[src/bilevel_run_length_encoder_unit_assert.svh]
// assertion macros for the bilevel run-length encoder
`ifndef BILEVEL_RUN_LENGTH_ENCODER_UNIT_ASSERT_SVH
`define BILEVEL_RUN_LENGTH_ENCODER_UNIT_ASSERT_SVH
`ifndef SYNTHESIS
// checked outside reset
`define BLRE_ASSERT(label, prop) \
    label: assert property (@(posedge i_clk) disable iff (!i_rst_n) prop) \
        else $error("%m: assertion failed");
// checked at every edge, reset included
`define BLRE_ASSERT_ALWAYS(label, prop) \
    label: assert property (@(posedge i_clk) prop) \
        else $error("%m: assertion failed");
`else
`define BLRE_ASSERT(label, prop)
`define BLRE_ASSERT_ALWAYS(label, prop)
`endif
`endif

[src/blre_pkg.sv]
// shared constants and types of the bilevel run-length encoder
`timescale 1ns / 1ps
`default_nettype none
package blre_pkg;

    localparam int MAX_WIDTH = 4096;
    localparam int COL_W     = $clog2(MAX_WIDTH);
    localparam int WID_W     = 13;
    localparam int HGT_W     = 15;
    localparam int CFG_W     = 15;
    localparam int CFG_IDX_W = 2;
    localparam int RUN_W     = 30;
    localparam int K_W       = 5;
    localparam int HDR_BITS  = 56;
    localparam int HCNT_W    = 6;

    localparam logic [WID_W-1:0] MAX_WIDTH_W = WID_W'(MAX_WIDTH);
    localparam logic [15:0]      HDR_MAGIC   = 16'hBBAD;

    localparam logic [CFG_IDX_W-1:0] CFG_IMAGE_WIDTH   = 2'd0;
    localparam logic [CFG_IDX_W-1:0] CFG_IMAGE_HEIGHT  = 2'd1;
    localparam logic [CFG_IDX_W-1:0] CFG_FILTER_ENABLE = 2'd2;

    typedef struct packed {
        logic [WID_W-1:0] image_width;
        logic [HGT_W-1:0] image_height;
        logic             filter_enable;
    } t_cfg;

    typedef struct packed {
        logic bit_vld;
        logic bit_val;
        logic done;
        logic eoi;
        logic clr;
    } t_pk_req;

    typedef struct packed {
        logic rdy;
        logic empty;
    } t_pk_ack;

endpackage
`default_nettype wire

[src/blre_pack.sv]
// bit packer: shifts code bits into bytes, holds the newest byte, output register
`timescale 1ns / 1ps
`default_nettype none
`include "bilevel_run_length_encoder_unit_assert.svh"
module blre_pack (
    input  wire logic             i_clk,
    input  wire logic             i_rst_n,
    input  wire blre_pkg::t_pk_req i_req,
    output blre_pkg::t_pk_ack     o_ack,
    output logic                  o_out_valid,
    input  wire logic             i_out_stall,
    output logic [7:0]            o_out_byte,
    output logic                  o_last_of_batch,
    output logic                  o_end_of_image
);
    import blre_pkg::*;

    logic [7:0] r_acc;
    logic [2:0] r_cnt;
    logic [7:0] r_hold;
    logic       r_hold_vld;
    logic       r_ovld;
    logic [7:0] r_obyte;
    logic       r_olast;
    logic       r_oeoi;

    logic [7:0] n_acc;
    logic [2:0] n_cnt;
    logic       n_hold_vld;
    logic       n_ovld;

    logic       out_free;
    logic       push_bit;
    logic       do_done;
    logic       complete;
    logic       move;

    always_comb begin
        out_free  = !r_ovld || !i_out_stall;
        o_ack.empty = (r_cnt == 3'd0);
        if (i_req.done) begin
            o_ack.rdy = !r_hold_vld || out_free;
        end else begin
            o_ack.rdy = (r_cnt != 3'd7) || !r_hold_vld || out_free;
        end
        push_bit = i_req.bit_vld && o_ack.rdy;
        do_done  = i_req.done && o_ack.rdy;
        complete = push_bit && (r_cnt == 3'd7);
        move     = r_hold_vld && (complete || do_done);

        n_acc = push_bit ? {r_acc[6:0], i_req.bit_val} : r_acc;
        // a new header drops any partial byte
        if (i_req.clr) begin
            n_cnt = 3'd0;
        end else begin
            n_cnt = push_bit ? r_cnt + 3'd1 : r_cnt;
        end

        n_hold_vld = r_hold_vld;
        if (complete) begin
            n_hold_vld = 1'b1;
        end else if (do_done) begin
            n_hold_vld = 1'b0;
        end

        if (move) begin
            n_ovld = 1'b1;
        end else if (!i_out_stall) begin
            n_ovld = 1'b0;
        end else begin
            n_ovld = r_ovld;
        end
    end

    always_ff @(posedge i_clk) begin
        if (!i_rst_n) begin
            r_cnt      <= '0;
            r_hold_vld <= 1'b0;
            r_ovld     <= 1'b0;
        end else begin
            r_cnt      <= n_cnt;
            r_hold_vld <= n_hold_vld;
            r_ovld     <= n_ovld;
        end
    end

    always_ff @(posedge i_clk) begin
        r_acc <= n_acc;
        if (complete) begin
            r_hold <= n_acc;
        end
        if (move) begin
            r_obyte <= r_hold;
            r_olast <= do_done;
            r_oeoi  <= do_done && i_req.eoi;
        end
    end

    assign o_out_valid     = r_ovld;
    assign o_out_byte      = r_obyte;
    assign o_last_of_batch = r_olast;
    assign o_end_of_image  = r_oeoi;

    `BLRE_ASSERT_ALWAYS(a_eoi_is_last, (r_ovld && r_oeoi) |-> r_olast)
    `BLRE_ASSERT(a_done_flushes_hold, (do_done && r_hold_vld) |=> (r_ovld && r_olast))
    `BLRE_ASSERT(a_out_held_while_stalled, (r_ovld && i_out_stall) |=> (r_ovld && $stable(r_obyte)))

endmodule
`default_nettype wire

[config.mk]
export PLATFORM = sky130hd
export DESIGN_NAME = blre_pack
export DESIGN_NICKNAME = d
export VERILOG_FILES = /design/src/blre_pkg.sv /design/src/blre_pack.sv
export VERILOG_INCLUDE_DIRS = /design/src /design/src/src
export SDC_FILE = /design/constraint.sdc
export NUM_CORES = 1
export LEC_CHECK = 0
export BUFFER_PORTS_ARGS = -buffer_cell sky130_fd_sc_hd__buf_2
export CAP_MARGIN = 20
export CELL_PAD_IN_SITES_DETAIL_PLACEMENT = 1
export CELL_PAD_IN_SITES_GLOBAL_PLACEMENT = 2
export CORE_MARGIN = 4
export CORE_UTILIZATION = 43
export CTS_BUF_LIST = sky130_fd_sc_hd__clkbuf_4 sky130_fd_sc_hd__clkbuf_8
export CTS_CLUSTER_SIZE = 24
export DETAILED_ROUTE_END_ITERATION = 8
export PLACE_DENSITY_LB_ADDON = 0.15
export SLEW_MARGIN = 20
export SYNTH_ARGS = -nofsm -noshare
export SYNTH_HDL_FRONTEND = slang
export SYNTH_SLANG_ARGS = --single-unit
[constraint.sdc]
create_clock -name i_clk -period 3.02 [get_ports i_clk]
set_input_delay 0.453 -clock i_clk [delete_from_list [all_inputs] [get_ports i_clk]]
set_output_delay 0.453 -clock i_clk [all_outputs]
set_load 0.01 [all_outputs]
After elaboration in Yosys (flattened, before gate mapping)
Index checks and enable logic that the tools add are counted.
{"block": "totals", "regBits": 31, "latchBits": 0, "ramBits": 0, "romBits": 0, "output_inout_bits": 13, "mem_count": 0}
{"block": "op_classes", "n_addsub": 1, "n_mul": 0, "n_div": 0, "n_lt_le_gt_ge": 0, "eq_ne": 3, "shifts": 0, "mux": 6, "n_bitwise": 1, "n_reduce_logical": 16}
{"op": "8-bit two-way mux", "n": 1}
{"op": "1-bit logical AND", "n": 5}
{"op": "1-bit logical OR", "n": 5}
{"op": "1-bit two-way mux", "n": 5}
{"op": "3-bit by 1-bit adder with 3-bit output, second input constant", "n": 1}
{"op": "3-bit equality test, second input constant", "n": 1}
{"op": "1-bit logical NOT", "n": 3}
{"op": "3-bit logical NOT", "n": 1}
{"op": "3-bit != test, second input constant", "n": 1}
{"op": "2-bit by 1-bit != test with 1-bit output, second input constant", "n": 1}
{"op": "2-bit nonzero test", "n": 1}
{"op": "2-bit OR reduction", "n": 1}
{"op": "1-bit inverter", "n": 1}

Depth between registers and ports, before layout
Gate-level depths: netlist of run 1.
{"block": "depth", "word_depth": 9, "ltp_mapped": 6, "ltp_nobuf": 6}

Worst setup path after synthesis of run 1
Ideal clock, no wire load.
{"block": "synth_timing", "kind": "register to register", "from": "register r_cnt[1]", "to": "register r_oeoi (netlist: o_end_of_image) (enable)", "setup_ns": 0.380, "arrival_time_ns": 1.387, "t_required_ns": 2.640, "setup_slack_ns": 1.253, "stages_incl_launch_ff": 6, "cell_sequence": "dfxtp_1 ha_1 ha_1 and2_1 o21ai_0 a21oi_1"}
{"block": "synth_via", "elab_chain_cells": 8, "elab_cells_between_ends": 10}
{"element": "from (decl)", "line_no": "blre_pack.sv:19", "rtl": "logic [2:0] r_cnt;"}
{"element": "from (signal assigned)", "line_no": "blre_pack.sv:81", "rtl": "r_cnt <= n_cnt;"}
{"element": "3-bit != test", "line_no": "blre_pack.sv:44", "rtl": "o_ack.rdy = (r_cnt != 3'd7) || !r_hold_vld || out_free;"}
{"element": "1-bit logical OR (2 in a row)", "line_no": "blre_pack.sv:44"}
{"element": "1-bit two-way mux", "line_no": "blre_pack.sv:41", "rtl": "if (i_req.done) begin"}
{"element": "1-bit logical AND", "line_no": "blre_pack.sv:46", "rtl": "push_bit = i_req.bit_vld && o_ack.rdy;"}
{"element": "1-bit logical AND", "line_no": "blre_pack.sv:48", "rtl": "complete = push_bit && (r_cnt == 3'd7);"}
{"element": "1-bit logical OR (*)", "line_no": "blre_pack.sv:49", "rtl": "move = r_hold_vld && (complete || do_done);"}
{"element": "1-bit logical AND (*)", "line_no": "blre_pack.sv:49"}
{"element": "net move", "line_no": "blre_pack.sv:36", "rtl": "logic move;"}
{"element": "to (signal assigned)", "line_no": "blre_pack.sv:95", "rtl": "r_oeoi <= do_done && i_req.eoi;"}
{"element": "to (decl)", "line_no": "blre_pack.sv:25", "rtl": "logic r_oeoi;"}
Mark *: on every way through the listed nets, which the timed path passes. The rest lies on a longest branch.
A chain may end at the register's enable or synchronous reset.

Worst setup path in the final report of run 1
{"block": "layout_timing", "from": "register r_cnt[1]", "to": "register r_obyte[1] (netlist: o_out_byte[1]) (enable)"}
{"block": "layout_via", "elab_chain_cells": 8, "elab_cells_between_ends": 10}
{"element": "3-bit != test", "line_no": "blre_pack.sv:44"}
{"element": "1-bit logical OR (2 in a row)", "line_no": "blre_pack.sv:44"}
{"element": "1-bit two-way mux", "line_no": "blre_pack.sv:41"}
{"element": "1-bit logical AND", "line_no": "blre_pack.sv:46"}
{"element": "1-bit logical AND", "line_no": "blre_pack.sv:48"}
{"element": "1-bit logical OR (*)", "line_no": "blre_pack.sv:49"}
{"element": "1-bit logical AND (*)", "line_no": "blre_pack.sv:49"}
{"element": "net move", "line_no": "blre_pack.sv:36"}
{"element": "to (signal assigned)", "line_no": "blre_pack.sv:93", "rtl": "r_obyte <= r_hold;"}
{"element": "to (decl)", "line_no": "blre_pack.sv:23", "rtl": "logic [7:0] r_obyte;"}
Marks and branches as above.

==> results of run 1 <==
## layer usage
| metal | up-vias | global-route usage (%) | part of all wire (%) |
|---|---|---|---|
| li1 | 309 | - | - |
| met1 | 292 | 15.8 | 46 |
| met2 | 24 | 17.0 | 42 |
| met3 | 5 | 4.79 | 9.4 |
| met4 | 0 | 9.49 | 2.4 |
| met5 | - | 0 | 0 |
## power by group
part / switching [W] / internal [W] / total (W)
sequential: 0.0000147 / 0.000483 / 0.000497
clock: 0.000128 / 0.0000962 / 0.000224
combinational: 0.0000254 / 0.0000472 / 0.0000727
total: 0.000168 / 0.000626 / 0.000794
## cells in the final DEF (no fill, tap or decap)
cell / synthesis / final
buf_2: 0 / 20
edfxtp_1: 18 / 18
dfxtp_1: 13 / 13
mux2_4: 8 / 8
clkbuf_4: 0 / 6
nand2_1: 5 / 5
inv_1: 3 / 3
a21boi_0: 3 / 3
ha_1: 3 / 3
o21ai_0: 2 / 2
nand3_1: 2 / 2
nor2b_1: 2 / 2
mux2i_1: 2 / 2
and2_1: 1 / 1
a21oi_1: 1 / 1
and3_1: 1 / 1
o2111a_2: 1 / 1
inv_4: 1 / 1
nand2_8: 1 / 1
and2_2: 1 / 1
and3_2: 1 / 1
o21a_1: 1 / 1
clkinv_2: 0 / 1
clkinv_1: 0 / 1
## path summary, 6_finish.rpt
kind,start,to,cells after the start
hold / removal,i_rst_n,r_hold_vld,2
setup reg to reg,r_cnt[1],o_out_byte[1],5
setup / recovery,r_cnt[1],o_out_byte[1],5
hold reg to reg,r_hold[4],o_out_byte[4],0
## cells by family after synthesis
| logic type | after synthesis |
|---|---|
| multiplexers | 10 |
| buffers and inverters | 4 |
| AND/OR/NAND/NOR | 14 |
| adder cells (fa/ha/maj) | 3 |
| AO/OA/AOI/OAI | 8 |
| flip-flops | 31 |
## through the flow
stage,total power [W],util [%],hold WS (ns)
3_5_place_dp,0.000581,51.2,0.406
6_report,0.000794,53.4,0.371
3_3_place_gp,0.000577,51.2,0.406
4_1_cts,0.000809,53.4,0.356
5_1_grt,0.000844,53.4,0.362
2_1_floorplan,0.000559,-,0.400
## flip-flops by register name, summed over array words and instances, names as in the netlist
signal           count
o_end_of_image       1
o_last_of_batch      1
o_out_byte           8
o_out_valid          1
r_acc                8
r_cnt                3
r_hold               8
r_hold_vld           1
## final cells by class
cell class	count	area, um2
Clock buffer	6	45.0
Clock inverter	2	8.76
Timing Repair Buffer	20	100
Sequential cell	31	801
Multi-Input combinational cell	35	324
Inverter	4	17.5
Tap cell	30	37.5
Fill cell	254	1170
==> impl_metrics.ini, run 1 <==
[outcome]
outcome = complete, no violations

[layout]
nNetsFinal = 108
design_area_um2 = 1330
instances_no_fill = 128
area_growth_syn_to_layout_pct = 16.8
diodes = 0
final_layout_size_suffix_gt1_share_pct = 40.8

[cts]
cts_sinks = 31
cts_max_level = 2
ctsResizeCount = 0
cts-root-buf = clkbuf_4
cts_hold_buf = 0
cts_max_path_buffers = 2
clock_latency_ns = 0.32
numCtsBuffers = 5
cts_tree = built
post-cts-setup-buffers = 0
clkTransAtPathRegs_ns = 0.09

[yosys]
synth_compound_area_share_pct = 5.04
yosysTopAreaCellShare_pct = 47.3
syn_area_per_cell_um2 = 16.3
synth_simple_gate_area_share_pct = 7.78
ys_seq_area_share_pct = 70.1
ys_ff_latch = 31
synth_edf_count = 18
synthFlopType = edfxtp_1
yosys_warnings = 0
synth_cells = 70
synth-async-reset-ratio_pct = 0
syn-num-nets = 81
synth_area_leaders = edfxtp_1 47%, dfxtp_1 23%, mux2_4 11%
synth-adder-area-share_pct = 3.29
syn-cell-area_um2 = 1140
synth-xor-area-share_pct = 0
synth.distinct_cells = 20
muxShareOfSynthArea_pct = 12.3
synth_top_family_by_area = multiplexers
synth_commonest_cells = 18 x edfxtp_1, 13 x dfxtp_1, 8 x mux2_4, 5 x nand2_1
synth_largest_area_cell = edfxtp_1
yosysMostFrequentCell = edfxtp_1

[sta]
relSlewSlack_pct = 41.9
maxSlewViolCount = 0
worstMarginPinSlew_ns = 0.871
setup_viol = 0
fmax_ghz = 0.492
fin_skew_ns = 0.0105
fin_crit_ns = 2.03
final_hold_viol_count = 0
period_share_pct = 67.3
worst_slack_ns = 0.987
rsz0062_at_grt = no
finalSetupTns_ns = 0

[detailed_routing]
wire_per_inst_um = 14.1
firstDrtPassIters = 4
ant_nets = 0
num_vias = 630
totalWireLength_um = 1800
drc = 0
initialDrtViolationCount = 14
viasPerCell = 4.92

[grt]
antenna_found_initial = 0
grt.total_usage_pct = 12.5
grt_pass1_wl_um = 3020
grt_overflow = 0
grt_max_degree = 11
grt_pass1_vias = 618

[critical_path]
cp.required_ns = 2.97
criticalPathCategory = reg2reg
max_stage_delay_ns = 0.69
endpoint_kind = register
crit_chain = ha_1 -> ha_1 -> and2_1 -> o21ai_0 -> a21oi_1
cp_common_cell = ha_1
cp_top_family = compound AO/OA/AOI/OAI gates
path_buf_inv = 0
r2r_slack_ns = 0.99
crit_arrival_ns = 1.98
critPathMaxFanout = 10
cp-start-kind = register
critPathSlowestCell = a21oi_1

[placed_design]
placed_area_um2 = 1280
portBuffers = 20
dpl.hpwl_um = 1380
dp_slack_ns = 0.970
dp_cells = 120
routabilityCongestion = 0.673

[pwr]
leakage_nw = 0.543
ir_drop_v = 0.000391
powerDensity_nw_per_um2 = 595

[die]
die_y_um = 59.5
core_um2 = 2500
start_util_pct = 45.7
design.die.area_um2 = 3550
io-pin-count = 21
rows = 18
die_w_um = 59.5

[run]
maxCapViolations = 0

[hold_path]
hold_class = in2reg
(Power assumes the default switching activity.)
==> inputs of run 2 (changes only) <==
--- a/config.mk
+++ b/config.mk
@@ -6,12 +6,13 @@
 export SDC_FILE = /design/constraint.sdc
 export NUM_CORES = 1
 export LEC_CHECK = 0
+export ABC_AREA = 1
 export BUFFER_PORTS_ARGS = -buffer_cell sky130_fd_sc_hd__buf_2
 export CAP_MARGIN = 20
 export CELL_PAD_IN_SITES_DETAIL_PLACEMENT = 1
 export CELL_PAD_IN_SITES_GLOBAL_PLACEMENT = 2
 export CORE_MARGIN = 4
-export CORE_UTILIZATION = 43
+export CORE_UTILIZATION = 37
 export CTS_BUF_LIST = sky130_fd_sc_hd__clkbuf_4 sky130_fd_sc_hd__clkbuf_8
 export CTS_CLUSTER_SIZE = 24
 export DETAILED_ROUTE_END_ITERATION = 8
==> constraint.sdc (replaced) <==
create_clock -name i_clk -period 1.9 [get_ports i_clk]
set_input_delay 0.285 -clock i_clk [delete_from_list [all_inputs] [get_ports i_clk]]
set_output_delay 0.285 -clock i_clk [all_outputs]
set_load 0.01 [all_outputs]
==> impl_metrics.ini, run 2 <==
[yosys]
yosys_warnings = 0
synth_area_leaders = edfxtp_1 49%, dfxtp_1 23%, nand2_1 8.4%
ys_seq_area_share_pct = 71.9
syn_area_per_cell_um2 = 12.1
synth.distinct_cells = 17
synth-async-reset-ratio_pct = 0
synth_commonest_cells = 25 x nand2_1, 18 x edfxtp_1, 13 x dfxtp_1, 13 x inv_1, 4 x o21ai_0
syn-num-nets = 103
synth_largest_area_cell = edfxtp_1
synthFlopType = edfxtp_1
synth_edf_count = 18
syn-cell-area_um2 = 1110
yosysMostFrequentCell = nand2_1
ys_ff_latch = 31
synth_cells = 92
yosysTopAreaCellShare_pct = 48.5

[grt]
grt_max_degree = 14
grt_pass1_vias = 720
antenna_found_initial = 0
grt_pass1_wl_um = 3470
grt_overflow = 0
grt.total_usage_pct = 12.0

[sta]
finalSetupTns_ns = 0
period_share_pct = 91.4
fin_skew_ns = 0.0155
final_hold_viol_count = 0
fin_crit_ns = 1.74
setup_viol = 0
fmax_ghz = 0.576
worst_slack_ns = 0.163
worstMarginPinSlew_ns = 0.358
rsz0062_at_grt = no
maxSlewViolCount = 0
relSlewSlack_pct = 76.1

[placed_design]
dpl.hpwl_um = 1490
portBuffers = 20
dp_slack_ns = -0.0156
routabilityCongestion = 0.740

[layout]
area_growth_syn_to_layout_pct = 17.6
nNetsFinal = 130
final_layout_size_suffix_gt1_share_pct = 31.7
final_common_cell = nand2_1
layout_common_cells = 24 x nand2_1, 20 x buf_2, 18 x edfxtp_1, 13 x dfxtp_1, 12 x inv_1
diodes = 0

[cts]
clkTransAtPathRegs_ns = 0.09
cts-root-buf = clkbuf_4
cts_max_path_buffers = 2
cts_max_level = 2
cts_tree = built
numCtsBuffers = 5
cts_hold_buf = 0
clock_latency_ns = 0.32
cts_sinks = 31
post-cts-setup-buffers = 0

[critical_path]
max_stage_delay_ns = 0.33
critPathSlowestCell = dfxtp_1
critPathMaxFanout = 5
criticalPathCategory = reg2reg
crit_arrival_ns = 1.76
cp.required_ns = 1.93
cp-start-kind = register
crit_chain = ha_1 -> ha_1 -> inv_1 -> nand2_1 -> nand2_2 -> nand3_1 -> nand2_1 -> nand2_2 -> clkinvlp_4
path_buf_inv = 2
cp_top_family = simple AND/OR/NAND/NOR gates
endpoint_kind = register

[die]
rows = 19
die_y_um = 62.9
design.die.area_um2 = 3950
core_um2 = 2810
start_util_pct = 39.7
io-pin-count = 21
die_w_um = 62.9

[detailed_routing]
drc = 0
viasPerCell = 4.62
num_vias = 698
totalWireLength_um = 2030
ant_nets = 0
initialDrtViolationCount = 14
wire_per_inst_um = 13.5
firstDrtPassIters = 4

[hold_path]
hold_class = in2reg

[pwr]
ir_drop_v = 0.000491
powerDensity_nw_per_um2 = 926
leakage_nw = 0.562

[outcome]
outcome = complete, no violations

[run]
maxCapViolations = 0
## run 2: cell count changes after synthesis, sizes merged, moves of 2 or more
cell / previous run / this run
a21boi: 3 / 0
a21oi: 1 / 4
and2: 2 / 0
and3: 2 / 0
inv: 4 / 14
mux2: 8 / 0
mux2i: 2 / 0
nand2: 6 / 28
nor2: 0 / 4
nor2b: 2 / 0
o21ai: 2 / 4
## run 2: worst reg2reg max path, cell delays in order, from the launching register on
cell        delay [ns]
dfxtp_1           0.33
ha_1              0.20
ha_1              0.19
inv_1             0.05
nand2_1           0.05
nand2_2           0.11
nand3_1           0.13
nand2_1           0.12
nand2_2           0.11
clkinvlp_4        0.15
## run 2: kinds of logic after synthesis
group	Yosys count	synth area share, %
AND/OR/NAND/NOR	34	13.6
flip-flops	31	71.9
buffers and inverters	15	6.52
AO/OA/AOI/OAI	9	4.61
adder cells (fa/ha/maj)	3	3.37
## run 2: final cells by class
cell class / instances / area [um2]
Fill cell: 318 / 1500
Sequential cell: 31 / 801
Multi-Input combinational cell: 46 / 243
Timing Repair Buffer: 20 / 100
Clock buffer: 7 / 58.8
Inverter: 14 / 56.3
Tap cell: 31 / 38.8
Timing Repair inverter: 1 / 7.51
Clock inverter: 1 / 5.00
## run 2: repair_timing
item | in CTS | in global routing
endpoints found under the setup margin | 10 | 10
gates cloned | 0 | 1
endpoints found under the hold margin | 0 | 0
resized for setup | 1 | 2
## run 2: path summary, 6_finish.rpt
check	from	end	slack [ns]	cells past startpoint
setup / recovery	r_cnt[0]	o_end_of_image	0.16	9
hold / removal	i_req[3]	r_acc[0]	0.20	3
setup reg to reg	r_cnt[0]	o_end_of_image	0.16	9
hold reg to reg	r_hold[2]	o_out_byte[2]	0.42	0
## run 2: per-stage QoR
stage	cells	total power, W	cell area, um2	util, %	hold WS [ns]
6_report	151	0.00121	1310	46.7	0.199
5_1_grt	151	0.00128	1310	46.7	0.210
4_1_cts	150	0.00123	1300	46.3	0.178
3_5_place_dp	142	0.000825	1230	43.9	0.405
3_3_place_gp	142	0.000821	1230	43.9	0.405
2_1_floorplan	92	0.000804	1110	-	0.400
## run 2: per-layer routing
layer  part of all wire (%)  vias up  global-route usage (%)
met5                      0        -                       0
met4                    2.0        0                    7.44
met3                    6.0        5                    4.68
met2                     48       20                    19.4
met1                     44      319                    13.0
li1                       -      354                       -
## run 2: report_power, final
group          total (W)  switching [W]  internal [W]
logic          0.0000619      0.0000394     0.0000224
registers       0.000746      0.0000105      0.000735
clock network   0.000405       0.000212      0.000193
==> inputs of run 3 (changes only) <==
--- a/config.mk
+++ b/config.mk
@@ -11,7 +11,8 @@
 export CAP_MARGIN = 20
 export CELL_PAD_IN_SITES_DETAIL_PLACEMENT = 1
 export CELL_PAD_IN_SITES_GLOBAL_PLACEMENT = 2
-export CORE_MARGIN = 4
+export CORE_ASPECT_RATIO = 1.25
+export CORE_MARGIN = 10
 export CORE_UTILIZATION = 37
 export CTS_BUF_LIST = sky130_fd_sc_hd__clkbuf_4 sky130_fd_sc_hd__clkbuf_8
 export CTS_CLUSTER_SIZE = 24
==> impl_metrics.ini, run 3 (synthesized netlist as in run 2, its figures left out) <==
[outcome]
outcome = complete, no violations

[hold_path]
hold_path_depth = 3
hold_class = in2reg
min-delay-start = i_req[3]
hold_end = r_acc[0]

[detailed_routing]
ant_nets = 0
viasPerCell = 4.45
wire_per_inst_um = 12.6
firstDrtPassIters = 2
initialDrtViolationCount = 18
drc = 0
totalWireLength_um = 1970
num_vias = 694

[cts]
cts-root-buf = clkbuf_4
clock_latency_ns = 0.32
clkTransAtPathRegs_ns = 0.09
cts_hold_buf = 0
cts_max_level = 2
cts_max_path_buffers = 2
numCtsBuffers = 5
cts_sinks = 31
cts_tree = built

[grt]
grt_max_degree = 14
busiest_layer = met2
grt_pass1_vias = 752
grt_pass1_wl_um = 3380
grt.total_usage_pct = 7.52
met2_usage_pct = 13.0
antenna_found_initial = 0
grtUsageMet3_pct = 4.27
met1_usage_pct = 7.36
grt_overflow = 0

[run]
maxCapViolations = 0

[die]
die_y_um = 81.3
io-pin-count = 21
core_um2 = 2920
start_util_pct = 38.2
design.die.area_um2 = 5620
die_w_um = 69.1
rows = 22

[sta]
finalSetupTns_ns = 0
worstMarginPinSlew_ns = 0.298
fmax_ghz = 0.582
rsz0062_at_grt = no
fin_skew_ns = 0.00630
setup_viol = 0
maxSlewViolCount = 0
fin_crit_ns = 1.72
final_hold_viol_count = 0
period_share_pct = 90.4
hold_slack_ns = 0.199
relSlewSlack_pct = 80.1

[critical_path]
r2r_slack_ns = 0.18
critPathMaxFanout = 5
r2r_end = o_out_byte[5]
crit_arrival_ns = 1.76
cp-start-kind = register
r2r_start = r_cnt[0]
cp.required_ns = 1.94
criticalPathCategory = reg2reg
reg2reg_depth = 9
endpoint_kind = register

[layout]
final_common_cell = nand2_1
diodes = 0
layout_common_cells = 24 x nand2_1, 20 x buf_2, 18 x edfxtp_1, 13 x dfxtp_1, 12 x inv_1
area_growth_syn_to_layout_pct = 19.3
nNetsFinal = 130
final_layout_size_suffix_gt1_share_pct = 30.8

[pwr]
powerDensity_nw_per_um2 = 976
leakage_nw = 0.566
ir_drop_v = 0.000727

[placed_design]
routabilityCongestion = 0.700
dpl.hpwl_um = 1490
portBuffers = 20
-- run 3: cell count changes in the layout (fill, tap and decap cells not counted), sizes merged --
| cell | change |
|---|---|
| bufinv | +1 |
| clkinv | +1 |
| clkbuf | -2 |
-- run 3: what timing repair did --
action,in CTS,in global routing
endpoints found under the setup margin,0,10
gates resized for setup,0,3
hold endpoints to repair,0,0
buffers inserted,0,0
-- run 3: where the power goes --
group | leakage, nW | total [W] | internal (W) | switching, W
combinational | 0.253 | 0.0000628 | 0.0000224 | 0.0000404
sequential | 0.270 | 0.000747 | 0.000736 | 0.0000114
clock | 0.0426 | 0.000487 | 0.000270 | 0.000216
-- run 3: critical path, cell delays in order (launching register included) --
cell and delay (ns):
dfxtp_1 0.33, ha_1 0.20, ha_1 0.19, inv_1 0.06
nand2_1 0.06, nand2_2 0.11, nand3_1 0.13, nand2_1 0.11
nand2_2 0.11, clkinvlp_4 0.14
-- run 3: layout make-up --
type,instances,area (um2)
Inverter,14,56.3
Sequential cell,31,801
Timing Repair Buffer,20,100
Clock buffer,5,37.5
Tap cell,36,45.0
Fill cell,338,1590
Multi-Input combinational cell,46,243
Clock inverter,3,38.8
Timing Repair inverter,1,7.51
-- run 3: how the worst max path moves through the flow --
stage,startpoint,to
floorplan,r_cnt[0],o_end_of_image
global placement,r_cnt[0],o_out_byte[4]
detailed placement,r_cnt[0],o_out_byte[4]
CTS,r_cnt[0],o_out_byte[4]
global route,r_cnt[0],o_end_of_image
finish,r_cnt[0],o_out_byte[5]
-- run 3: through the flow --
step,cells,power (W),util (%),setup slack (ns),instance area (um2)
2_1_floorplan,92,0.000804,-,0.209,1110
6_report,156,0.00130,45.5,0.182,1330
5_1_grt,156,0.00136,45.5,0.00684,1330
3_5_place_dp,147,0.000826,42.5,0.0277,1240
3_3_place_gp,147,0.000821,42.5,0.148,1240
4_1_cts,155,0.00132,45.1,0.0230,1320
-- run 3: layer usage --
layer  share of wire (%)  wire (um)
met1                  40        782
met2                  51       1000
met3                 7.7        151
met4                 1.4         28
met5                   0          0
