[config.mk]
export PLATFORM = sky130hd
export DESIGN_NAME = blre_ctrl
export DESIGN_NICKNAME = d
export VERILOG_FILES = /design/src/blre_pkg.sv /design/src/blre_ctrl.sv
export VERILOG_INCLUDE_DIRS = /design/src /design/src/src
export SDC_FILE = /design/constraint.sdc
export NUM_CORES = 1
export LEC_CHECK = 0
export BUFFER_PORTS_ARGS = -buffer_cell sky130_fd_sc_hd__buf_2
export CAP_MARGIN = 20
export CORE_ASPECT_RATIO = 1.4
export CORE_MARGIN = 4
export CORE_UTILIZATION = 55
export CTS_BUF_LIST = sky130_fd_sc_hd__clkbuf_2 sky130_fd_sc_hd__clkbuf_4 sky130_fd_sc_hd__clkbuf_8
export DETAILED_ROUTE_END_ITERATION = 12
export PLACE_DENSITY = 0.71
export RECOVER_POWER = 100
export SYNTH_ARGS = -nofsm -noshare
export SYNTH_HDL_FRONTEND = slang
export SYNTH_SLANG_ARGS = --single-unit
[constraint.sdc]
create_clock -name i_clk -period 16 [get_ports i_clk]
set_clock_uncertainty 0.05 [all_clocks]
set_input_delay 2.4 -clock i_clk [delete_from_list [all_inputs] [get_ports i_clk]]
set_output_delay 2.4 -clock i_clk [all_outputs]
set_load 0.01 [all_outputs]
[src/bilevel_run_length_encoder_unit_assert.svh]
// assertion macros for the bilevel run-length encoder
`ifndef BILEVEL_RUN_LENGTH_ENCODER_UNIT_ASSERT_SVH
`define BILEVEL_RUN_LENGTH_ENCODER_UNIT_ASSERT_SVH
`ifndef SYNTHESIS
// checked outside reset
`define BLRE_ASSERT(label, prop) \
    label: assert property (@(posedge i_clk) disable iff (!i_rst_n) prop) \
        else $error("%m: assertion failed");
// checked at every edge, reset included
`define BLRE_ASSERT_ALWAYS(label, prop) \
    label: assert property (@(posedge i_clk) prop) \
        else $error("%m: assertion failed");
`else
`define BLRE_ASSERT(label, prop)
`define BLRE_ASSERT_ALWAYS(label, prop)
`endif
`endif

[src/blre_pkg.sv]
// shared constants and types of the bilevel run-length encoder
`timescale 1ns / 1ps
`default_nettype none
package blre_pkg;

    localparam int MAX_WIDTH = 4096;
    localparam int COL_W     = $clog2(MAX_WIDTH);
    localparam int WID_W     = 13;
    localparam int HGT_W     = 15;
    localparam int CFG_W     = 15;
    localparam int CFG_IDX_W = 2;
    localparam int RUN_W     = 30;
    localparam int K_W       = 5;
    localparam int HDR_BITS  = 56;
    localparam int HCNT_W    = 6;

    localparam logic [WID_W-1:0] MAX_WIDTH_W = WID_W'(MAX_WIDTH);
    localparam logic [15:0]      HDR_MAGIC   = 16'hBBAD;

    localparam logic [CFG_IDX_W-1:0] CFG_IMAGE_WIDTH   = 2'd0;
    localparam logic [CFG_IDX_W-1:0] CFG_IMAGE_HEIGHT  = 2'd1;
    localparam logic [CFG_IDX_W-1:0] CFG_FILTER_ENABLE = 2'd2;

    typedef struct packed {
        logic [WID_W-1:0] image_width;
        logic [HGT_W-1:0] image_height;
        logic             filter_enable;
    } t_cfg;

    typedef struct packed {
        logic bit_vld;
        logic bit_val;
        logic done;
        logic eoi;
        logic clr;
    } t_pk_req;

    typedef struct packed {
        logic rdy;
        logic empty;
    } t_pk_ack;

endpackage
`default_nettype wire

[src/blre_ctrl.sv]
// pixel sequencer: filter, counters, run tracking, header and run-word bit generation
`timescale 1ns / 1ps
`default_nettype none
`include "bilevel_run_length_encoder_unit_assert.svh"
module blre_ctrl (
    input  wire logic                       i_clk,
    input  wire logic                       i_rst_n,
    input  wire blre_pkg::t_cfg             i_cfg,
    input  wire logic                       i_in_valid,
    output logic                            o_in_stall,
    input  wire logic                       i_pixel,
    output logic                            o_ram_we,
    output logic [blre_pkg::COL_W-1:0]      o_ram_waddr,
    output logic                            o_ram_wdata,
    output logic                            o_ram_re,
    output logic [blre_pkg::COL_W-1:0]      o_ram_raddr,
    input  wire logic                       i_ram_rdata,
    output blre_pkg::t_pk_req               o_req,
    input  wire blre_pkg::t_pk_ack          i_ack
);
    import blre_pkg::*;

    localparam logic [2:0] S_IDLE   = 3'd0;
    localparam logic [2:0] S_PROC   = 3'd1;
    localparam logic [2:0] S_HDR    = 3'd2;
    localparam logic [2:0] S_WSTART = 3'd3;
    localparam logic [2:0] S_WBITS  = 3'd4;
    localparam logic [2:0] S_FLUSH  = 3'd5;
    localparam logic [2:0] S_DONE   = 3'd6;

    function automatic logic [RUN_W-1:0] len_m1(input logic [RUN_W-1:0] len);
        return (len == '0) ? '0 : len - RUN_W'(1);
    endfunction

    logic [2:0]          r_state, n_state;
    logic [COL_W-1:0]    r_col, n_col;
    logic [HGT_W-1:0]    r_row, n_row;
    logic                r_raw;
    logic                r_color, n_color;
    logic [RUN_W-1:0]    r_len, n_len;
    logic [RUN_W-1:0]    r_rem, n_rem;
    logic [RUN_W-1:0]    r_lim, n_lim;
    logic [K_W-1:0]      r_k, n_k;
    logic [K_W-1:0]      r_j, n_j;
    logic                r_last_word, n_last_word;
    logic                r_fin, n_fin;
    logic                r_end, n_end;
    logic [HDR_BITS-1:0] r_hdr, n_hdr;
    logic [HCNT_W-1:0]   r_hcnt, n_hcnt;

    logic [WID_W-1:0]    w_eff;
    logic [HGT_W-1:0]    h_eff;
    logic [COL_W-1:0]    col_eff;
    logic                accept;
    logic                pix;
    logic                first;
    logic                last_col;
    logic                last_row;
    logic                img_end;
    logic [RUN_W-1:0]    len_inc;
    logic                do_post;

    always_comb begin
        if (i_cfg.image_width == '0) begin
            w_eff = WID_W'(1);
        end else if (i_cfg.image_width > MAX_WIDTH_W) begin
            w_eff = MAX_WIDTH_W;
        end else begin
            w_eff = i_cfg.image_width;
        end
        h_eff = (i_cfg.image_height == '0) ? HGT_W'(1) : i_cfg.image_height;
        if (WID_W'(r_col) >= w_eff) begin
            col_eff = COL_W'(w_eff - WID_W'(1));
        end else begin
            col_eff = r_col;
        end
    end

    assign o_in_stall  = (r_state != S_IDLE);
    assign accept      = i_in_valid && (r_state == S_IDLE);
    assign o_ram_re    = accept;
    assign o_ram_raddr = col_eff;
    assign o_ram_we    = (r_state == S_PROC);
    assign o_ram_waddr = r_col;
    assign o_ram_wdata = r_raw;

    always_comb begin
        pix      = r_raw ^ (i_cfg.filter_enable && (r_row != '0) && i_ram_rdata);
        first    = (r_col == '0) && (r_row == '0);
        last_col = (WID_W'(r_col) + WID_W'(1)) >= w_eff;
        last_row = ({1'b0, r_row} + (HGT_W + 1)'(1)) >= {1'b0, h_eff};
        img_end  = last_col && last_row;
        len_inc  = r_len + RUN_W'(1);
    end

    always_comb begin
        n_state     = r_state;
        n_col       = r_col;
        n_row       = r_row;
        n_color     = r_color;
        n_len       = r_len;
        n_rem       = r_rem;
        n_lim       = r_lim;
        n_k         = r_k;
        n_j         = r_j;
        n_last_word = r_last_word;
        n_fin       = r_fin;
        n_end       = r_end;
        n_hdr       = r_hdr;
        n_hcnt      = r_hcnt;
        o_req       = '0;
        do_post     = 1'b0;

        case (r_state)
            S_IDLE: begin
                if (accept) begin
                    n_col   = col_eff;
                    n_state = S_PROC;
                end
            end
            S_PROC: begin
                n_fin = img_end;
                n_end = img_end;
                if (last_col) begin
                    n_col = '0;
                    n_row = last_row ? '0 : r_row + HGT_W'(1);
                end else begin
                    n_col = r_col + COL_W'(1);
                end
                if (first) begin
                    o_req.clr = 1'b1;
                    n_hdr   = {HDR_MAGIC, 3'b000, w_eff, 1'b0, h_eff, 6'b000000,
                               i_cfg.filter_enable, pix};
                    n_hcnt  = '0;
                    n_color = pix;
                    n_len   = RUN_W'(1);
                    n_state = S_HDR;
                end else if (pix != r_color) begin
                    n_rem   = len_m1(r_len);
                    n_color = pix;
                    n_len   = RUN_W'(1);
                    n_lim   = RUN_W'(1);
                    n_k     = K_W'(1);
                    n_state = S_WSTART;
                end else if (img_end) begin
                    n_rem   = len_m1(len_inc);
                    n_fin   = 1'b0;
                    n_len   = '0;
                    n_color = 1'b0;
                    n_lim   = RUN_W'(1);
                    n_k     = K_W'(1);
                    n_state = S_WSTART;
                end else begin
                    n_len   = len_inc;
                    n_state = S_IDLE;
                end
            end
            S_HDR: begin
                o_req.bit_vld = 1'b1;
                o_req.bit_val = r_hdr[HDR_BITS-1];
                if (i_ack.rdy) begin
                    n_hdr  = {r_hdr[HDR_BITS-2:0], 1'b0};
                    n_hcnt = r_hcnt + HCNT_W'(1);
                    if (r_hcnt == HCNT_W'(HDR_BITS - 1)) begin
                        do_post = 1'b1;
                    end
                end
            end
            S_WSTART: begin
                if (r_rem < r_lim) begin
                    n_last_word = 1'b1;
                end else begin
                    n_rem       = r_rem - r_lim;
                    n_last_word = 1'b0;
                end
                n_j     = r_k - K_W'(1);
                n_state = S_WBITS;
            end
            S_WBITS: begin
                o_req.bit_vld = 1'b1;
                o_req.bit_val = r_last_word ? r_rem[r_j] : 1'b1;
                if (i_ack.rdy) begin
                    if (r_j == '0) begin
                        if (r_last_word) begin
                            do_post = 1'b1;
                        end else begin
                            n_lim   = {r_lim[RUN_W-2:0], 1'b1};
                            n_k     = r_k + K_W'(1);
                            n_state = S_WSTART;
                        end
                    end else begin
                        n_j = r_j - K_W'(1);
                    end
                end
            end
            S_FLUSH: begin
                // zero padding of the last partial byte
                if (i_ack.empty) begin
                    n_state = S_DONE;
                end else begin
                    o_req.bit_vld = 1'b1;
                    o_req.bit_val = 1'b0;
                end
            end
            S_DONE: begin
                o_req.done = 1'b1;
                o_req.eoi  = r_end;
                if (i_ack.rdy) begin
                    n_end   = 1'b0;
                    n_state = S_IDLE;
                end
            end
            default: begin
                n_state = S_IDLE;
            end
        endcase

        if (do_post) begin
            if (r_fin) begin
                n_fin   = 1'b0;
                n_rem   = len_m1(r_len);
                n_len   = '0;
                n_color = 1'b0;
                n_lim   = RUN_W'(1);
                n_k     = K_W'(1);
                n_state = S_WSTART;
            end else if (r_end) begin
                n_state = S_FLUSH;
            end else begin
                n_state = S_DONE;
            end
        end
    end

    always_ff @(posedge i_clk) begin
        if (!i_rst_n) begin
            r_state <= S_IDLE;
            r_col   <= '0;
            r_row   <= '0;
            r_color <= 1'b0;
            r_len   <= '0;
            r_fin   <= 1'b0;
            r_end   <= 1'b0;
        end else begin
            r_state <= n_state;
            r_col   <= n_col;
            r_row   <= n_row;
            r_color <= n_color;
            r_len   <= n_len;
            r_fin   <= n_fin;
            r_end   <= n_end;
        end
    end

    always_ff @(posedge i_clk) begin
        if (accept) begin
            r_raw <= i_pixel;
        end
        r_rem       <= n_rem;
        r_lim       <= n_lim;
        r_k         <= n_k;
        r_j         <= n_j;
        r_last_word <= n_last_word;
        r_hdr       <= n_hdr;
        r_hcnt      <= n_hcnt;
    end

    `BLRE_ASSERT(a_accept_to_proc, accept |=> (r_state == S_PROC))
    `BLRE_ASSERT(a_bit_index_in_word, (r_state == S_WBITS) |-> (r_j < r_k))
    `BLRE_ASSERT(a_final_word_fits, (r_state == S_WBITS && r_last_word) |-> (r_rem < r_lim))

endmodule
`default_nettype wire

Word-level counts from Yosys, hierarchy flattened
Cells that the tools add are included.
{"block": "totals", "ff_bits": 197, "input_bits": 36, "out_inout_bits": 33, "wordCells": 172}
{"block": "op_classes", "n_addsub": 13, "magnitude_cmp": 6, "eq_ne": 21, "mux": 91, "bitwise": 1, "n_reduce_logical": 25}
{"op": "30-bit 2-to-1 mux", "n": 22}
{"op": "30-bit one-hot mux with 2 select lines", "n": 2}
{"op": "56-bit 2-to-1 mux", "n": 2}
{"op": "56-bit one-hot mux with 2 select lines", "n": 1}
{"op": "30-bit logical NOT", "n": 2}
{"op": "30-bit by 1-bit subtractor with 30-bit output (second input constant)", "n": 2}
{"op": "5-bit 2-to-1 mux", "n": 10}
{"op": "12-bit 2-to-1 mux", "n": 3}
{"op": "30-bit by 1-bit adder with 30-bit output (second input constant)", "n": 1}
{"op": "15-bit logical NOT", "n": 2}
{"op": "30-bit < comparator", "n": 1}
{"op": "15-bit 2-to-1 mux", "n": 2}
{"op": "30-bit subtractor", "n": 1}
{"op": "13-bit 2-to-1 mux", "n": 2}
{"op": "3-bit 2-to-1 mux", "n": 8}
{"op": "12-bit one-hot mux with 2 select lines", "n": 1}
{"op": "1-bit 2-to-1 mux", "n": 22}
{"op": "3-bit one-hot mux with 7 select lines", "n": 1}
{"op": "5-bit one-hot mux with 2 select lines", "n": 2}
{"op": "3-bit != test (second input constant)", "n": 6}
{"op": "15-bit by 1-bit adder with 16-bit output (second input constant)", "n": 1}
{"op": "16-bit by 15-bit greater-or-equal comparator with 1-bit output", "n": 1}
{"op": "15-bit by 1-bit adder with 15-bit output (second input constant)", "n": 1}
{"op": "15-bit nonzero test", "n": 1}
{"op": "33 further kinds", "n": 60}

Longest topological paths before layout
Gate-level depths: netlist of run 1.
{"block": "logic_depth", "depth_word": 11, "mapped_depth": 19, "depth_no_buf": 17}

Worst setup path before layout of run 1
No wires, ideal clock.
{"block": "synth_path", "path_type": "input to output", "from": "input i_cfg[19] in the netlist's numbering", "to": "output o_ram_raddr[3] in the netlist's numbering", "arrival_time_ns": 6.289, "t_required_ns": 13.550, "path_slack_ns": 7.261, "cell_stages": 18, "n_path_buf": 2, "path_cell_list": "or2_2 -> or3_1 -> or3_1 -> nor4_1 -> a21oi_1 -> nor2_1 -> ha_1 -> nand2b_1 -> a21o_1 -> a21o_1 -> a21o_1 -> a21oi_1 -> o21ai_0 -> a221o_1 -> and2_1 -> clkbuf_1 -> buf_1 -> mux2_2"}
{"block": "synth_via", "elab_chain_cells": 5, "elab_cells_between_ends": 7, "classes_between": "1 x add/sub; 2 x order compare; 3 x mux; 1 x reduce/logical"}
{"item": "start, declared", "line_no": "blre_ctrl.sv:8", "source": "input wire blre_pkg::t_cfg i_cfg,"}
{"item": "13-bit > comparator", "line_no": "blre_ctrl.sv:66", "source": "end else if (i_cfg.image_width > MAX_WIDTH_W) begin"}
{"item": "13-bit 2-to-1 mux", "line_no": "blre_ctrl.sv:66"}
{"item": "13-bit 2-to-1 mux (*)", "line_no": "blre_ctrl.sv:64", "source": "if (i_cfg.image_width == '0) begin"}
{"item": "12-bit by 1-bit subtractor with 12-bit output or 12-bit by 13-bit greater-or-equal comparator with 1-bit output (tied branches)", "line_no": "blre_ctrl.sv:73, blre_ctrl.sv:72"}
{"item": "12-bit 2-to-1 mux (*)", "line_no": "blre_ctrl.sv:72", "source": "if (WID_W'(r_col) >= w_eff) begin"}
{"item": "end, declared", "line_no": "blre_ctrl.sv:16", "source": "output logic [blre_pkg::COL_W-1:0] o_ram_raddr,"}
Mark *: on every way between the ends. The rest lies on a longest branch, timed or not.

Worst setup path after layout of run 1
{"block": "layout_path", "from": "input i_cfg[19] in the netlist's numbering", "to": "output o_ram_raddr[7] in the netlist's numbering"}
Same word-level chain as after synthesis.

==> results.md, run 1 <==
Timing:
- The transition time of the tightest slew-check pin is 3420 ps.
- The maximum achievable frequency is approximately 100 MHz.
- The max-slew violation total from the final report is about 180.
- The portion of the clock cycle consumed by the worst path in the final layout is 60.7%.
- The clock period could shrink to between 9000 and 10,000 ps.
- The final setup TNS is 0 ps.
- The total count of hold-check failures in the final report was 0.
- The tightest hold path in the finished design has a slack of 430 ps.
- Setup repair after global routing left no endpoint under its margin.
- The remaining max-slew budget at the tightest pin is -128%.
- Setup violations remaining at the end of the flow were counted as 0.

Detailed routing:
- The via count is 13,700.
- For this run, design rule violations remaining after detail routing come to 0.
- The post-detailed-routing wire length is between 40,000 and 50,000 um.
- The average via count per standard cell is 6.51.
- The pre-antenna-repair detailed-routing pass consisted of 6 iterations.
- The remaining number of nets flagged by the antenna check after routing is 0.
- In the final routed layout, each cell accounts on average for 19.9 um.
- The detailed router's first-iteration violation count is 1,123.

Synth:
- Summing every instance area after synthesis gives 14,600 um^2.
- The share of synthesized area spent on multiplexers is 3.26%.
- Of the total synthesized cell area, the portion taken by full adders, half adders and majority gates is 7.10%.
- The xor/xnor cell area share of the yosys netlist is 7.40%.
- The cell type contributing the most total cell area after synthesis is sky130_fd_sc_hd__dfxtp_1.
- Ranked by total cell area, the synthesized netlist is headed by sky130_fd_sc_hd__dfxtp_1 18%, sky130_fd_sc_hd__edfxtp_1 14%, sky130_fd_sc_hd__ha_1 7.0%, sky130_fd_sc_hd__nand2_1 4.7%, sky130_fd_sc_hd__xnor2_1 4.5%.
- After synthesis, flip-flops and latches occupy between 30% and 40% of the total area.
- Summing the areas of all compound-gate instances in the mapped netlist gives about 22% of the synthesized area.
- The post-synthesis area per instance is 8.20 um^2.
- Counting flops and latches in the post-synthesis netlist gives a little under 200.
- The dominant synthesized flop cell is sky130_fd_sc_hd__dfxtp_1.
- Summed over its instances, the top area cell type makes up 17.6% of the synthesized netlist area.
- The number of different library cells in the post-synthesis netlist is between 80 and 90.
- The number of synthesized flops with an enable pin is 69.
- The count of synthesis-stage warnings from yosys is 0.
- Summing the areas of all and, or, nand and nor instances in the mapped netlist gives 22.7% of the synthesized area.
- The number of nets handed over by synthesis was ~1,900.
- The instance count of the mapped netlist is about 1,800.
- Counting flops with an async set or reset pin after synthesis yields a share of 0%.
- The main combinational cell family by area after synthesis is simple AND/OR/NAND/NOR gates.

GRT:
- Entering global routing, the biggest net connects 70 pins.
- The number of antenna violations at the first check in global routing came to 0.
- The via count of the first global-routing pass is approximately 13,000.
- The global-route wire length before repair is 67,300 um.
- The total overflow left after global routing is 0.
- The all-layer global routing usage is 27.9%.

Critical path:
- Measured in cells, the most critical reg-to-reg path has a length of 15.
- The arrival time at the worst endpoint is 7260 ps.
- The capturing point of the worst reg2reg path is r_len[16]$_SDFF_PN0_.
- The worst register-to-register path begins at o_ram_waddr[0]$_SDFFE_PN0P_.
- By startpoint and endpoint, the worst setup path is classified as primary input to output pin.
- The register-to-register setup slack is 9510 ps.
- At the worst endpoint, the required time is about 14,000 ps.
- The maximum fanout count along the critical path is 16.
- The worst setup path is captured at an output pin.
- The worst setup path is launched from a primary input.
- The launch point of the worst path is i_cfg[19].

Clocking:
- The clock tree synthesis step divided the H-tree into 4 levels.
- The worst-case clock buffer depth is 2.
- The number of hold buffers added after CTS was 0.
- The latest clock arrival within the worst-skew pair is 520 ps.
- The number of gates given a new drive strength after cts is 0.
- The number of setup buffers added after CTS is 0.
- TritonCTS built the clock tree.
- The tree is rooted in a sky130_fd_sc_hd__clkbuf_8.
- The clock transition at the registers of the reported paths is 130 ps.
- The clock drives 197 sinks.
- The number of clock buffers added by TritonCTS is 17.

Floorplan:
- The y dimension of the die is 200 um.
- The initial utilization of the core area, before any placement, comes to 55.8%.
- The total area inside the core boundary comes to 26,100 um^2.
- After floorplanning, the core was divided into 70 placement rows.
- During I/O placement, the number of pins put on the boundary was between 60 and 70.
- The die is 145 um wide.
- The die footprint is 29,200 um^2.

Placed design:
- The quantity of I/O buffers inserted on ports is 68.
- The placer's final routability congestion estimate is 0.927.
- The final HPWL from detailed placement is a little over 30,000 um.
- After detailed placement, the design holds a cell count of 2,069.

Pwr:
- Net switching is ~45% of the power.
- The sequential share of power is a little over a third.
- The worst voltage drop across the vdd grid is 0.106 mV.
- The clock share of power is 16.9%.
- In this run the static leakage power is around 5.6 nW.
- The part of the total power dissipated in combinational logic is 47.8%.
- For this design the total switching power over the nets is 0.958 mW.
- The design internal power is 1.18 mW.
- In this run the power density over the cells is 140 nW/um^2.

Status:
- The run finished, with violations left.
- The checks that failed: capacitance limit, slew limit.

Final layout:
- The final cell count without fillers is 2,102.
- In the final layout, flip-flops and latches occupy 4630 um^2.
- The area taken by multi-input logic gates is ~9000 um^2.
- The total inserted antenna cells is 0.
- The area growth from synthesis to layout is 5.18%.
- The final layout contains roughly 1,900 nets.
- The count of filler cells inserted in the layout is 2,457.
- The share of cells above drive strength 1 is ~7%.

Min path:
- In this run the most critical hold path is launched from r_lim[22]$_DFF_P_.
- The number of stages on the worst hold path is 2.
- The endpoint of the worst hold path is r_lim[23]$_DFF_P_.
- The path class of the tightest hold or removal check is flip-flop to flip-flop.

Run:
- The number of violations of the max-capacitance limit is 4.
power groups by stage:
stage / Clock [mW] / Sequential (mW) / Combinational, mW
2_1_floorplan: 0 / 0.725 / 0.772
3_3_place_gp: 0 / 0.754 / 1.02
3_5_place_dp: 0 / 0.757 / 1.03
4_1_cts: 0.369 / 0.746 / 1.03
5_1_grt: 0.389 / 0.765 / 1.13
6_report: 0.363 / 0.755 / 1.02
flip-flops by register name, indices dropped and copies added, names as in the netlist, 3 cells and up:
| signal | cells |
|---|---|
| r_row | 15 |
| r_state | 3 |
| r_len | 30 |
| r_j | 5 |
| r_rem | 30 |
| r_hcnt | 6 |
| o_ram_waddr | 12 |
| r_lim | 30 |
| r_hdr | 56 |
| r_k | 5 |
cells in the final DEF (no fill, tap or decap), drive strengths merged, types with 10 or more instances in the layout:
cell type	count
or3	26
o22ai	16
o21ai	134
a31oi	22
nor4	22
clkbuf	60
nor2b	10
nand2	182
inv	79
o211ai	11
a221oi	17
mux2i	17
dfxtp	128
nand3	52
nor3	50
xor2	48
o21a	12
and3	45
buf	46
xnor2	75
nor2	141
ha	81
nand4	34
a21o	27
and2	15
edfxtp	69
a22oi	14
a311oi	19
a21oi	132
a211oi	12
nand2b	24
through the flow:
stage                     worst slack, ps  total power, mW  utilization, %  instance area (um^2)
after floorplan                      7260             1.50               -                 14600
after global placement               6690             1.77            57.4                 15000
after detailed placement             6670             1.79            57.4                 15000
after CTS                            6650             2.15            59.2                 15400
after global routing                 5970             2.28            58.6                 15300
final                                6290             2.14            58.6                 15300
metal layers:
metal  vias up  routed length [um]  global-route usage, %
li1       6520                   -                      -
met3       155                2320                   3.39
met5         -                   0                      0
met4         0                2050                   14.0
met2       555               21600                   50.6
met1      6452               15900                   32.2
layout make-up:
cell class / count / area share, %
Multi-Input combinational cell: 1389 / 59.6
Sequential cell: 197 / 30.3
Timing Repair Buffer: 89 / 2.75
Tap cell: 324 / 2.65
Inverter: 71 / 1.74
Clock buffer: 17 / 1.53
Clock inverter: 15 / 1.47
critical path, stage by stage:
cell and delay, ps:
sky130_fd_sc_hd__clkbuf_1 130, sky130_fd_sc_hd__or2_2 330, sky130_fd_sc_hd__or3_1 370, sky130_fd_sc_hd__or3_1 390, sky130_fd_sc_hd__nor4_1 410, sky130_fd_sc_hd__a21oi_1 160, sky130_fd_sc_hd__nor2_1 240, sky130_fd_sc_hd__ha_1 280
sky130_fd_sc_hd__nand2b_1 140, sky130_fd_sc_hd__a21o_1 170, sky130_fd_sc_hd__a21o_1 170, sky130_fd_sc_hd__a21o_1 160, sky130_fd_sc_hd__a21oi_1 130, sky130_fd_sc_hd__o21ai_0 100, sky130_fd_sc_hd__a221o_1 430, sky130_fd_sc_hd__and2_0 570
sky130_fd_sc_hd__mux2_1 520, sky130_fd_sc_hd__clkbuf_1 140
worst max-delay path by stage:
stage	endpoint	slack, ps	depth (start not counted)
5_1_grt	o_ram_raddr[0]	5970	18
3_3_place_gp	o_ram_raddr[6]	6690	18
6_report	o_ram_raddr[7]	6290	18
2_1_floorplan	o_ram_raddr[3]	7260	18
4_1_cts	o_ram_raddr[7]	6650	18
3_5_place_dp	o_ram_raddr[6]	6670	18
cell families after synthesis:
group / Yosys count
adder cells (fa/ha/maj): 82
buffers and inverters: 189
multiplexers: 35
flip-flops: 197
AO/OA/AOI/OAI: 497
AND/OR/NAND/NOR: 652
XOR/XNOR: 123
synthesized netlist by cell type, types with 7 or more instances:
master,n
sky130_fd_sc_hd__nor2b_1,10
sky130_fd_sc_hd__nand3b_1,7
sky130_fd_sc_hd__a211oi_1,12
sky130_fd_sc_hd__o21a_1,12
sky130_fd_sc_hd__dfxtp_1,128
sky130_fd_sc_hd__and3_1,45
sky130_fd_sc_hd__mux4_2,9
sky130_fd_sc_hd__nor4_1,19
sky130_fd_sc_hd__nand2_1,182
sky130_fd_sc_hd__mux2_2,9
sky130_fd_sc_hd__xnor2_1,75
sky130_fd_sc_hd__nor3_1,50
sky130_fd_sc_hd__edfxtp_1,69
sky130_fd_sc_hd__a22oi_1,14
sky130_fd_sc_hd__a221oi_2,10
sky130_fd_sc_hd__ha_1,81
sky130_fd_sc_hd__clkbuf_1,94
sky130_fd_sc_hd__nand2b_1,24
sky130_fd_sc_hd__a31oi_1,22
sky130_fd_sc_hd__nor2_1,141
sky130_fd_sc_hd__or3_1,24
sky130_fd_sc_hd__buf_2,9
sky130_fd_sc_hd__xor2_1,48
sky130_fd_sc_hd__a311oi_1,19
sky130_fd_sc_hd__a21o_1,27
sky130_fd_sc_hd__a21oi_1,131
sky130_fd_sc_hd__o211ai_1,11
sky130_fd_sc_hd__and2_1,14
sky130_fd_sc_hd__nand4_1,32
sky130_fd_sc_hd__buf_1,7
sky130_fd_sc_hd__o21ai_0,129
sky130_fd_sc_hd__mux2i_1,17
sky130_fd_sc_hd__and4_1,8
sky130_fd_sc_hd__a221oi_1,7
sky130_fd_sc_hd__nor3b_1,9
sky130_fd_sc_hd__inv_1,71
sky130_fd_sc_hd__o22ai_1,16
sky130_fd_sc_hd__nand3_1,52
Note: power is estimated with default switching activity, not from simulation.
==> run 2: changes to the inputs <==
==> constraint.sdc (replaced) <==
create_clock -name i_clk -period 9.2 [get_ports i_clk]
set_clock_uncertainty 0.05 [all_clocks]
set_input_delay 1.38 -clock i_clk [delete_from_list [all_inputs] [get_ports i_clk]]
set_output_delay 1.38 -clock i_clk [all_outputs]
set_load 0.01 [all_outputs]
==> results.md, run 2 (synthesis gave the netlist of run 1 again) <==
Status:
- The run finished, with violations left.
- The final reports fail on capacitance limit, slew limit.

Timing:
- The max-slew violation total from the final report is 220 (+21%).
- The total count of hold-check failures in the final report is 0 (unchanged).
- Derived from the worst setup path, the maximum achievable clock frequency is 131 MHz.
- The portion of the clock cycle consumed by the worst path in the final layout is between 80 and 90%.
- The remaining max-slew budget at the tightest pin is -97.3% (+31 points).
- The final setup TNS is 0 ps (unchanged).
- After layout, the minimum clock period comes to around 7600 ps.
- The final setup violation count is 0 (unchanged).
- Setup repair after global routing left no endpoint under its margin.
- The transition time of the tightest slew-check pin is 2940 ps (-480 ps).

Run:
- The number of violations of the max-capacitance limit is 5 (+1).

Clocking:
- The number of gates given a new drive strength after cts is 0 (unchanged).
- The clock transition at the registers of the reported paths is 120 ps (about the same).
- The clock tree from TritonCTS is done.
- The latest clock arrival within the worst-skew pair is 510 ps (about the same).
- The maximum level of the CTS H-tree is 4 (unchanged).
- The CTS root buffer is sky130_fd_sc_hd__clkbuf_8.
- The total clock sinks is 197 (unchanged).
- The number of buffers created by CTS is 17 (unchanged).
- The number of buffers added to fix hold violations after cts was 0 (unchanged).
- The worst-case clock buffer depth is 2 (unchanged).
- The number of post-CTS setup repair buffers was 0 (unchanged).

Detailed routing:
- The average detailed-routed wire length per instance is 19.8 um (-0.51%).
- The remaining number of nets flagged by the antenna check after routing was 0 (unchanged).
- The via count came to 13,700 (-0.14%).
- The first-pass iteration count of the detailed router is 6 (unchanged).
- The detailed router's first-iteration violation count is 1,018 (-9.3%).
- The total length of routed met2 wires is 21,500 um (-0.36%).
- The post-detailed-routing wire length is 41,700 um (-0.51%).
- The average via count per standard cell came to 6.50 (-0.14%).
- The detailed-routing wirelength on met1 is 16,400 um (+3.1%).
- The highest metal layer used by the detailed router is met4.
- The length of routed met3 wiring is 1720 um (-26%).
- The post-route DRC violation count is 0 (unchanged).

Critical path:
- The number of buffer and inverter stages on the critical path was 2 (unchanged).
- The required time of the critical path came to 9550 ps (-4000 ps).
- STA classifies the critical path startpoint as a primary input.
- In this run the critical register-to-register path is launched from o_ram_waddr[0]$_SDFFE_PN0P_.
- The register-to-register setup slack is 2790 ps (-6720 ps).
- The number of cells on the critical path is 18 (unchanged).
- Traced cell by cell, the critical path runs through clkbuf_1 > or2_2 > or3_1 > or3_1 > nor4_1 > a21oi_1 > nor2_1 > ha_1 > nand2_1 > a31oi_1 > o21ai_0 > a221o_1 > a21oi_1 > o21ai_0 > clkbuf_1 > a211oi_1 > o21ai_0 > a311oi_1.
- The arrival time at the worst endpoint is 7990 ps (+730 ps).
- On the critical path, the stage with the largest delay is an instance of sky130_fd_sc_hd__a211oi_1.
- The number of cell instances on the worst register-to-register path is 15 (unchanged).
- The most critical setup path has its startpoint at i_cfg[19].
- The end of the critical path is r_len[16]$_SDFF_PN0_.
- In this run the critical register-to-register path is captured at r_len[16]$_SDFF_PN0_.
- The endpoint type of the worst setup path is a flip-flop.
- The critical path's most frequent cell is sky130_fd_sc_hd__o21ai_0.
- The delay contributed by the slowest stage of the critical path was 2300 ps (+1730 ps).
- On the critical path the largest part of the delay comes from compound AO/OA/AOI/OAI gates.
- The type of the worst setup path is primary input to flip-flop.
- The maximum fanout count along the critical path is 21 (+5).

GRT:
- The all-layer global routing usage was 27.8% (-0.10 points).
- The number of antenna violations at the first check in global routing is 0 (unchanged).
- The largest net degree at the start of global routing is 69 (-1.4%).
- The overall overflow remaining after global route is 0 (unchanged).
- The global-route wire length before repair is 67,100 um (-0.34%).
- The via count of the first global-routing pass is 13,000 (-0.79%).

Min path:
- The class of the most critical hold timing path is flip-flop to flip-flop.
- The startpoint identified for the worst hold timing path is r_lim[18]$_DFF_P_.

Final layout:
- Counting flops per register, the top entry is r_hdr.
- The count of filler cells inserted in the layout was 2,472 (+0.61%).
- The total inserted antenna cells is 0 (unchanged).
- The area used by sequential logic in the layout is 4630 um^2 (unchanged).
- The share of cells above drive strength 1 is 6.86% (+0.056 points).
- The layout net count is 1,883 (unchanged).
- The area taken by multi-input logic gates is 9100 um^2 (-0.18%).
- The library cell used most frequently in the layout, excluding fill and tap cells, is sky130_fd_sc_hd__nand2_1.
- The flip-flop count of the largest register, all copies and words added came to 56 (unchanged).
- The area growth from synthesis to layout is 4.88%.
- The top cell types in the final layout, fill and taps aside, are 182 x sky130_fd_sc_hd__nand2_1, 140 x sky130_fd_sc_hd__nor2_1, 131 x sky130_fd_sc_hd__a21oi_1, 131 x sky130_fd_sc_hd__o21ai_0, 128 x sky130_fd_sc_hd__dfxtp_1.
- The post-route core utilization is 58.5% (-0.17 points).

Pwr:
- The leakage power summed over all cells was 5.64 nW (-0.15%).
- The part of the total power dissipated in combinational logic is 48.0% (+0.2 points).
- The power per unit of standard cell area is 241 nW/um^2 (+73%).
- The worst voltage drop across the vdd grid is 0.152 mV (+44%).
- The design internal power is 2.04 mW (+73%).
- The net switching power figure is 1.64 mW (+71%).
- The sequential share of power is 35.4% (about the same).
- The switching share of power came to 44.5% (-0.17 points).
- The clock share of power was 16.5% (-0.4 points).

Floorplan:
- The die footprint is 29,200 um^2 (unchanged).
- The floorplan die width came to 145 um (unchanged).
- The y dimension of the die is 200 um (unchanged).
- The core outline area came to 26,100 um^2 (unchanged).
- The effective utilization at floorplan is 55.8% (unchanged).
- The number of core rows is 70 (unchanged).
- The number of primary I/O pins is 69 (unchanged).

Placed design:
- The quantity of I/O buffers inserted on ports was 68 (unchanged).
- The placer's final routability congestion estimate is 0.915 (-1.3%).
- The final HPWL from detailed placement is 30,500 um (-0.75%).
==> run 2: cell types whose count changed in the layout (fill, tap and decap cells not counted), sizes merged <==
cell,before,now
clkbuf,60,59
clkinv,7,6
buf,46,47
inv,79,80
==> run 2: area by class of cell <==
class	instances	area share (%)
clock inverters	15	1.32
well taps	324	2.66
multi-input cells	1389	59.6
flip-flops and latches	197	30.4
inverters	71	1.75
repair buffers	89	2.74
clock buffers	17	1.53
==> run 2: worst register-to-register path, cell delays in order (launching register included) <==
cell,delay (ps)
sky130_fd_sc_hd__dfxtp_1,540
sky130_fd_sc_hd__ha_1,340
sky130_fd_sc_hd__and3_1,220
sky130_fd_sc_hd__and3_1,230
sky130_fd_sc_hd__and3_1,290
sky130_fd_sc_hd__nand3_1,120
sky130_fd_sc_hd__xnor2_1,230
sky130_fd_sc_hd__ha_1,280
sky130_fd_sc_hd__a21oi_1,130
sky130_fd_sc_hd__nor2_1,70
sky130_fd_sc_hd__a211oi_1,290
sky130_fd_sc_hd__o21ai_0,140
sky130_fd_sc_hd__clkbuf_1,390
sky130_fd_sc_hd__a211oi_1,2300
sky130_fd_sc_hd__o21ai_0,330
sky130_fd_sc_hd__a311oi_1,370
==> run 2: metrics by stage <==
stage | hold slack, ps | power [mW] | instances | setup WS, ps | instance area (um^2)
floorplan | 391 | 2.60 | 1775 | 2500 | 14600
global placement | 406 | 3.07 | 2069 | 2070 | 15000
detailed placement | 415 | 3.09 | 2069 | 1970 | 15000
CTS | 425 | 3.71 | 2101 | 1940 | 15400
global route | 456 | 3.94 | 2102 | 946 | 15300
finish | 432 | 3.69 | 2102 | 1560 | 15300
==> run 2: worst min path at each step <==
stage                   endpoint  slack [ps]  cells after the start
6_report       r_lim[19]$_DFF_P_         430                      2
4_1_cts         r_lim[4]$_DFF_P_         430                      2
2_1_floorplan  r_lim[14]$_DFF_P_         390                      2
3_3_place_gp   r_lim[14]$_DFF_P_         410                      2
3_5_place_dp   r_lim[19]$_DFF_P_         420                      2
5_1_grt        r_lim[14]$_DFF_P_         460                      2
==> run 2: power by group through the flow <==
| stage | Clock (mW) | Combinational (mW) | Sequential (mW) |
|---|---|---|---|
| floorplan | 0 | 1.34 | 1.26 |
| global placement | 0 | 1.76 | 1.31 |
| detailed placement | 0 | 1.78 | 1.31 |
| CTS | 0.620 | 1.79 | 1.29 |
| global route | 0.658 | 1.95 | 1.32 |
| finish | 0.610 | 1.77 | 1.31 |
==> run 2: routing by layer <==
metal | vias to the layer above | global-route usage [%]
met4 | 0 | 13.6
met3 | 140 | 3.46
li1 | 6526 | -
met5 | - | 0
met1 | 6523 | 32.2
met2 | 474 | 50.3
